File: src/rtl/mmfa_pkg.sv
package mmfa_pkg;

	// Message type codes
	typedef enum logic [2:0] {
		MSG_NOTE_OFF      = 3'd0,
		MSG_NOTE_ON       = 3'd1,
		MSG_POLY_PRESSURE = 3'd2,
		MSG_CONTROL       = 3'd3,
		MSG_PROGRAM       = 3'd4,
		MSG_CHAN_PRESSURE = 3'd5,
		MSG_PITCH_BEND    = 3'd6
	} msg_type_t;

	// Register indexes on the configuration port
	typedef enum logic [1:0] {
		REG_MESSAGE_TYPE      = 2'd0,
		REG_PRESET_CHANNEL    = 2'd1,
		REG_PRESET_FIRST_DATA = 2'd2
	} reg_index_t;

	localparam int unsigned PADDR_W = 4;
	localparam int unsigned PDATA_W = 32;

	localparam logic [2:0] MSG_TYPE_MAX          = 3'd6;
	localparam logic [4:0] PRESET_CHANNEL_MAX    = 5'd16;
	localparam logic [7:0] FIRST_DATA_CONTROLLED = 8'd128;

	localparam logic [1:0] LEN_SHORT = 2'd2;
	localparam logic [1:0] LEN_LONG  = 2'd3;

endpackage

File: src/rtl/midi_message_field_assembler_top.sv
// MIDI channel message assembler. Field values arrive one per request on the input
// channel, tagged with a control id that counts only the message bytes not preset through
// the APB registers (channel, then first data, then second data). A repeated or unknown id
// is dropped. When the last controlled byte of a message arrives, the full message leaves
// on the output channel in the next cycle, with note-on at velocity 0 rewritten as note-off.
// A new field is accepted every cycle; the only stall comes from the result register when
// a finished message is held by the consumer. A write to one of the three registers abandons
// a partly built message. Registers: 0x0 message_type, 0x4 preset_channel, 0x8
// preset_first_data; writes of out-of-range values are ignored.
module midi_message_field_assembler_top
	import mmfa_pkg::*;
(
	input  logic                 clk,
	input  logic                 arst_n,
	// configuration port
	input  logic                 psel,
	input  logic                 penable,
	input  logic                 pwrite,
	input  logic [PADDR_W-1:0]   paddr,
	input  logic [PDATA_W-1:0]   pwdata,
	output logic [PDATA_W-1:0]   prdata,
	output logic                 pready,
	// field input
	input  logic                 in_valid,
	output logic                 in_ready,
	input  logic [1:0]           control_id,
	input  logic [6:0]           field_value,
	// message output
	output logic                 out_valid,
	input  logic                 out_ready,
	output logic [7:0]           status_byte,
	output logic [6:0]           first_data,
	output logic [6:0]           second_data,
	output logic [1:0]           message_length
);

	// configuration registers
	logic [2:0] message_type_q;
	logic [4:0] preset_channel_q;
	logic [7:0] preset_first_data_q;

	// message build state
	logic [3:0] channel_nibble_q;
	logic [6:0] data0_q;
	logic [6:0] data1_q;
	logic [2:0] received_flags_q;
	logic [1:0] received_count_q;

	// result register
	logic       res_valid_s1;
	logic [7:0] res_status_s1;
	logic [6:0] res_first_s1;
	logic [6:0] res_second_s1;
	logic [1:0] res_length_s1;

	logic       cfg_write;
	reg_index_t cfg_index;
	logic       accept;

	logic       len3;
	logic [2:0] ctrl_byte;
	logic [1:0] ctrl_count;
	logic [1:0] rank [3];
	logic [2:0] hit;
	logic       already;
	logic       take;
	logic [3:0] nibble_next;
	logic [6:0] data0_next;
	logic [6:0] data1_next;
	logic [1:0] count_next;
	logic       emit;
	logic [3:0] status_nibble;
	logic [7:0] status_next;
	logic [6:0] first_next;
	logic [6:0] second_next;

	// one-hot flag for a control id, empty for the unused id
	function automatic logic [2:0] hit_id_mask(input logic [1:0] id);
		logic [2:0] m;
		m = 3'd0;
		case (id)
			2'd0:    m = 3'b001;
			2'd1:    m = 3'b010;
			2'd2:    m = 3'b100;
			default: m = 3'b000;
		endcase
		return m;
	endfunction

	assign pready    = 1'b1;
	assign cfg_write = psel & penable & pwrite;
	assign cfg_index = reg_index_t'(paddr[PADDR_W-1:2]);

	// register readback
	always_comb begin
		case (cfg_index)
			REG_MESSAGE_TYPE:      prdata = PDATA_W'(message_type_q);
			REG_PRESET_CHANNEL:    prdata = PDATA_W'(preset_channel_q);
			REG_PRESET_FIRST_DATA: prdata = PDATA_W'(preset_first_data_q);
			default:               prdata = '0;
		endcase
	end

	assign in_ready = ~res_valid_s1 | out_ready;
	assign accept   = in_valid & in_ready;

	// which bytes are controlled and which one this id selects
	assign len3 = ~((message_type_q == MSG_PROGRAM) | (message_type_q == MSG_CHAN_PRESSURE));
	assign ctrl_byte[0] = (preset_channel_q == 5'd0);
	assign ctrl_byte[1] = (preset_first_data_q == FIRST_DATA_CONTROLLED);
	assign ctrl_byte[2] = len3;
	assign ctrl_count = {1'b0, ctrl_byte[0]} + {1'b0, ctrl_byte[1]} + {1'b0, ctrl_byte[2]};

	assign rank[0] = 2'd0;
	assign rank[1] = {1'b0, ctrl_byte[0]};
	assign rank[2] = {1'b0, ctrl_byte[0]} + {1'b0, ctrl_byte[1]};

	always_comb begin
		for (int i = 0; i < 3; i++) begin
			hit[i] = ctrl_byte[i] & (rank[i] == control_id);
		end
	end

	assign already = |(received_flags_q & hit_id_mask(control_id));
	assign take = accept & (|hit) & ~already;

	// byte values after this field is stored
	assign nibble_next = hit[0] ? 4'(field_value - 7'd1) : channel_nibble_q;
	assign data0_next  = hit[1] ? field_value : data0_q;
	assign data1_next  = hit[2] ? field_value : data1_q;
	assign count_next  = received_count_q + 2'd1;
	assign emit        = take & (count_next == ctrl_count);

	// message assembly with note-on velocity zero rewrite
	always_comb begin
		status_nibble = ctrl_byte[0] ? nibble_next : 4'(preset_channel_q - 5'd1);
		first_next    = ctrl_byte[1] ? data0_next : preset_first_data_q[6:0];
		second_next   = len3 ? data1_next : 7'd0;
		status_next   = {1'b1, message_type_q, status_nibble};
		if (len3 && (message_type_q == MSG_NOTE_ON) && (second_next == 7'd0)) begin
			status_next = {1'b1, MSG_NOTE_OFF, status_nibble};
		end
	end

	// configuration and control state
	always_ff @(posedge clk or negedge arst_n) begin
		if (!arst_n) begin
			message_type_q      <= MSG_NOTE_ON;
			preset_channel_q    <= 5'd0;
			preset_first_data_q <= FIRST_DATA_CONTROLLED;
			channel_nibble_q    <= 4'd0;
			received_flags_q    <= 3'd0;
			received_count_q    <= 2'd0;
		end else if (cfg_write) begin
			case (cfg_index)
				REG_MESSAGE_TYPE: begin
					if (pwdata <= PDATA_W'(MSG_TYPE_MAX)) message_type_q <= pwdata[2:0];
					received_flags_q <= 3'd0;
					received_count_q <= 2'd0;
				end
				REG_PRESET_CHANNEL: begin
					if (pwdata <= PDATA_W'(PRESET_CHANNEL_MAX)) preset_channel_q <= pwdata[4:0];
					received_flags_q <= 3'd0;
					received_count_q <= 2'd0;
				end
				REG_PRESET_FIRST_DATA: begin
					if (pwdata <= PDATA_W'(FIRST_DATA_CONTROLLED)) begin
						preset_first_data_q <= pwdata[7:0];
					end
					received_flags_q <= 3'd0;
					received_count_q <= 2'd0;
				end
				default: ;
			endcase
		end else if (take) begin
			channel_nibble_q <= nibble_next;
			if (emit) begin
				received_flags_q <= 3'd0;
				received_count_q <= 2'd0;
			end else begin
				received_flags_q <= received_flags_q | hit_id_mask(control_id);
				received_count_q <= count_next;
			end
		end
	end

	// stored data bytes, no reset needed
	always_ff @(posedge clk) begin
		if (take) begin
			data0_q <= data0_next;
			data1_q <= data1_next;
		end
	end

	// result register
	always_ff @(posedge clk or negedge arst_n) begin
		if (!arst_n) begin
			res_valid_s1 <= 1'b0;
		end else if (accept) begin
			res_valid_s1 <= emit;
		end else if (out_ready) begin
			res_valid_s1 <= 1'b0;
		end
	end

	always_ff @(posedge clk) begin
		if (emit) begin
			res_status_s1 <= status_next;
			res_first_s1  <= first_next;
			res_second_s1 <= second_next;
			res_length_s1 <= len3 ? LEN_LONG : LEN_SHORT;
		end
	end

	assign out_valid      = res_valid_s1;
	assign status_byte    = res_status_s1;
	assign first_data     = res_first_s1;
	assign second_data    = res_second_s1;
	assign message_length = res_length_s1;

endmodule

File: config.mk
export PLATFORM = sky130hd
export DESIGN_NAME = midi_message_field_assembler_top
export DESIGN_NICKNAME = d
export VERILOG_FILES = /design/src/rtl/mmfa_pkg.sv /design/src/rtl/midi_message_field_assembler_top.sv
export SDC_FILE = /design/constraint.sdc
export NUM_CORES = 1
export LEC_CHECK = 0
export BUFFER_PORTS_ARGS = -buffer_cell sky130_fd_sc_hd__buf_4
export CAP_MARGIN = 40
export CORE_MARGIN = 8
export CORE_UTILIZATION = 55
export CTS_CLUSTER_DIAMETER = 200
export DETAILED_ROUTE_END_ITERATION = 6
export GPL_TIMING_DRIVEN = 1
export PLACE_DENSITY = 0.85
export SLEW_MARGIN = 20
export SYNTH_ARGS = -nofsm -noshare
export SYNTH_HDL_FRONTEND = slang
export SYNTH_SLANG_ARGS = --single-unit
File: constraint.sdc
create_clock -name clk -period 8.4 [get_ports clk]
set_input_delay 0 -clock clk [delete_from_list [all_inputs] [get_ports clk]]
set_output_delay 0 -clock clk [all_outputs]
set_load 0.05 [all_outputs]
==> results.md <==
- Run status: finished clean
- Worst vdd ir: 0.09494 mV
- GR Util All Layers: 20.00%
- Critical path data required time: 8450 ps
- Cell Pwr Density: 195.7 nW/um^2
- Vias/cell: 5.651
- Final WL: 8.639 mm
- Die span in x: 95.20 um
- Vias post-DR: 2673
- Layout cells sized above 1: 36.62%
- Mean routed wirelength per cell: 18.26 um
- Minimum clock period: 3190 ps
- Ant diodes: 0
- Power share of the sequential group: 43.2%
- Yosys reg bits: 62
- Clk pwr share: 35.7%
- CP startpoint kind: flip-flop
- Fin nets: 448
- Fmax: 0.3135 GHz
- Initial drt markers: 134
- Post-Layout Cell Count: 473
- Max-slew violation count: 0
- RSZ-0062 raised after global routing: no
- Max-cap violations: 0
- DRC: 0
- Fillers: 440
- RD Place Congestion: 0.8911
- Final setup viols: 0
- Initial Util: 55.60%
- Area share of the largest cell type after synthesis: 31.34%
- Sw frac: 28.41%
- I/O Pins: 111
- Cell internal power dissipation: 0.0006132 W
- Full die area: 9062 um^2
- Port-buffer cells: 81
- Gr ovfl total: 0
- Clock transition at the registers of the reported paths: 70 ps
- Tightest Pin Transition: 775.7 ps
- Register area share after synthesis: 50.27%
- Critical path type: reg2reg
- Post-synth EDFFs: 36
- Vias in the first global route: 2791
- Final hold slack: 19.06 ps
- Core ar.: 6205 um^2
- Post-CTS Setup Bufs: 0
- Global-route wire length before repair: 13.95 mm
- Core Util, Final: 70.54%
- Synth-to-Final Area Change: 26.88%
- FFs w/ async S/R, synth: 41.94%
- Clk_skew: 6.290 ps
- Dpl hpwl: 6.390 mm
- Antenna viol nets, final: 0
- Top post-synthesis cells by area: edfxtp_1, dfrtp_1, mux2_2, buf_4, mux2i_1
- Row Count: 29
- Cts repair resizes: 0
- Psw: 0.0002434 W
- Worst reg2reg setup slack: 5210 ps
- Syn Inst Count: 298
- Clock sink count: 62
- Avg Inst Size Synth: 11.58 um^2
- Die H: 95.20 um
- Logic gate share of total power: 21.1%
- Register-to-Register Path Depth: 11
- Largest net degree at the start of global routing: 27
- Max Root-Sink Buffers: 2
- Leak: 1.943 nW
- Initial antenna violation count: 0
- Root buf cell: clkbuf_8
- Hold Crit Class: in2reg
- Crit. End Element: flip-flop
- Syn Std Cell Area: 3450 um^2
- Detailed-router iteration count before antenna repair: 4
- Hold path cells: 3
- Clock Latency Late Sink: 340 ps
- Final Cycle Share: 37.97%
- Post-synth top cells: edfxtp_1, mux2_2, buf_4
- Worst Path Arrival: 3230 ps
- CTS tree: done
- Yosys cell types: 54
- Hold Fails Final Rpt: 0
- CP max FO: 18
- Top cell type by total area after synthesis: edfxtp_1
- Htree depth: 3
- Top-count cell post-synth: edfxtp_1
- Setup TNS Final: 0 ps
- Ys flop type: edfxtp_1
- Cell count after placement: 446
- Inserted Clock Buffers: 9
- Yosys warnings: 0
- Worst slew margin: 48.15%
## flip-flops by register name, summed over array words and instances (netlist names), 2 cells and up
| register | cells |
|---|---|
| preset_first_data_q | 8 |
| received_flags_q | 3 |
| data0_q | 7 |
| status_byte | 7 |
| first_data | 7 |
| channel_nibble_q | 4 |
| message_type_q | 3 |
| received_count_q | 2 |
| data1_q | 7 |
| preset_channel_q | 5 |
| second_data | 7 |
## timing repair
item / in CTS / in global routing
hold endpoints to repair: 44 / 0
setup endpoints to repair: 0 / 0
hold buffers: 11 / 0
## power groups by stage
stage | logic, W | registers, W | clock network (W)
detailed placement | 0.000175 | 0.000375 | 0
floorplan | 0.000101 | 0.000401 | 0
global placement | 0.000167 | 0.000374 | 0
CTS | 0.000181 | 0.000370 | 0.000310
finish | 0.000181 | 0.000370 | 0.000306
global route | 0.000195 | 0.000373 | 0.000323
## path summary, 6_finish.rpt
path / startpoint / end
setup reg to reg: preset_channel_q[0] / second_data[5]
hold / removal: field_value[4] / second_data[4]
max in group asynchronous: arst_n / preset_first_data_q[7]
setup / recovery: preset_channel_q[0] / second_data[5]
min in group asynchronous: arst_n / channel_nibble_q[1]
hold reg to reg: channel_nibble_q[0] / channel_nibble_q[0]
## critical path, cell delays in order (launching register included)
cell     delay [ps]
dfrtp_1         420
inv_1           100
ha_1            170
nor4b_2         640
xnor2_1         130
ha_1            220
xnor2_1         130
xnor2_1         220
mux2i_1         300
nand2_1         110
inv_1           260
buf_16          200
## cells by family (layout without fill, tap and decap cells)
family,Yosys count,count (layout),share of synthesized area (%)
xor gates and xnor gates,8,8,2.031
other,2,27,0.2177
AOI/OAI and AO/OA,41,41,8.488
and+or+nand+nor,95,95,16.18
adders and majority gates,4,4,1.451
muxes,43,43,13.49
DFF,62,62,50.27
buffers and inverters,43,116,7.871
## layer usage
layer	global-route usage [%]	wire [um]	share of wire, %	vias up
met3	4.173	709	8.2	18
met4	9.883	207	2.4	0
met1	23.02	3242	38	1305
met2	34.58	4480	52	124
met5	0	0	0	-
li1	-	-	-	1226
## metrics by stage
| stage | worst slack (ps) | area, um^2 | power (W) |
|---|---|---|---|
| global placement | 4987 | 4006 | 0.0005407 |
| finish | 5210 | 4377 | 0.0008567 |
| global route | 4856 | 4377 | 0.0008910 |
| detailed placement | 5186 | 4034 | 0.0005507 |
| CTS | 5166 | 4369 | 0.0008603 |
| floorplan | 4967 | 3543 | 0.0005013 |
## final cells by class
| cell class | instances | area, um^2 | area share (%) |
|---|---|---|---|
| flip-flops and latches | 62 | 1734 | 39.62 |
| multi-input cells | 218 | 1538 | 35.13 |
| clock buffers | 9 | 123.9 | 2.830 |
| well taps | 77 | 96.34 | 2.201 |
| inverters | 6 | 22.52 | 0.5146 |
| clock inverters | 6 | 101.3 | 2.316 |
| repair buffers | 95 | 760.7 | 17.38 |
## cell usage in the layout (no fill, tap or decap), types with 2 or more instances in the layout
master / instances
clkbuf_8: 9
bufinv_16: 3
dfrtp_1: 24
mux2_2: 28
edfxtp_1: 36
nand2_1: 22
nor4_1: 9
dlygate4sd3_1: 11
buf_4: 83
a21oi_1: 8
inv_1: 6
mux2i_1: 15
conb_1: 27
xnor2_1: 8
nor2_1: 20
o21ai_0: 12
nand3b_1: 2
a22o_1: 2
nor3_1: 8
and3_1: 4
nor2b_1: 5
dfstp_2: 2
nand2b_1: 3
nand3_1: 3
a31o_2: 7
ha_1: 4
clkinv_1: 3
and2_1: 4
Power figures use the tool's default switching activity.
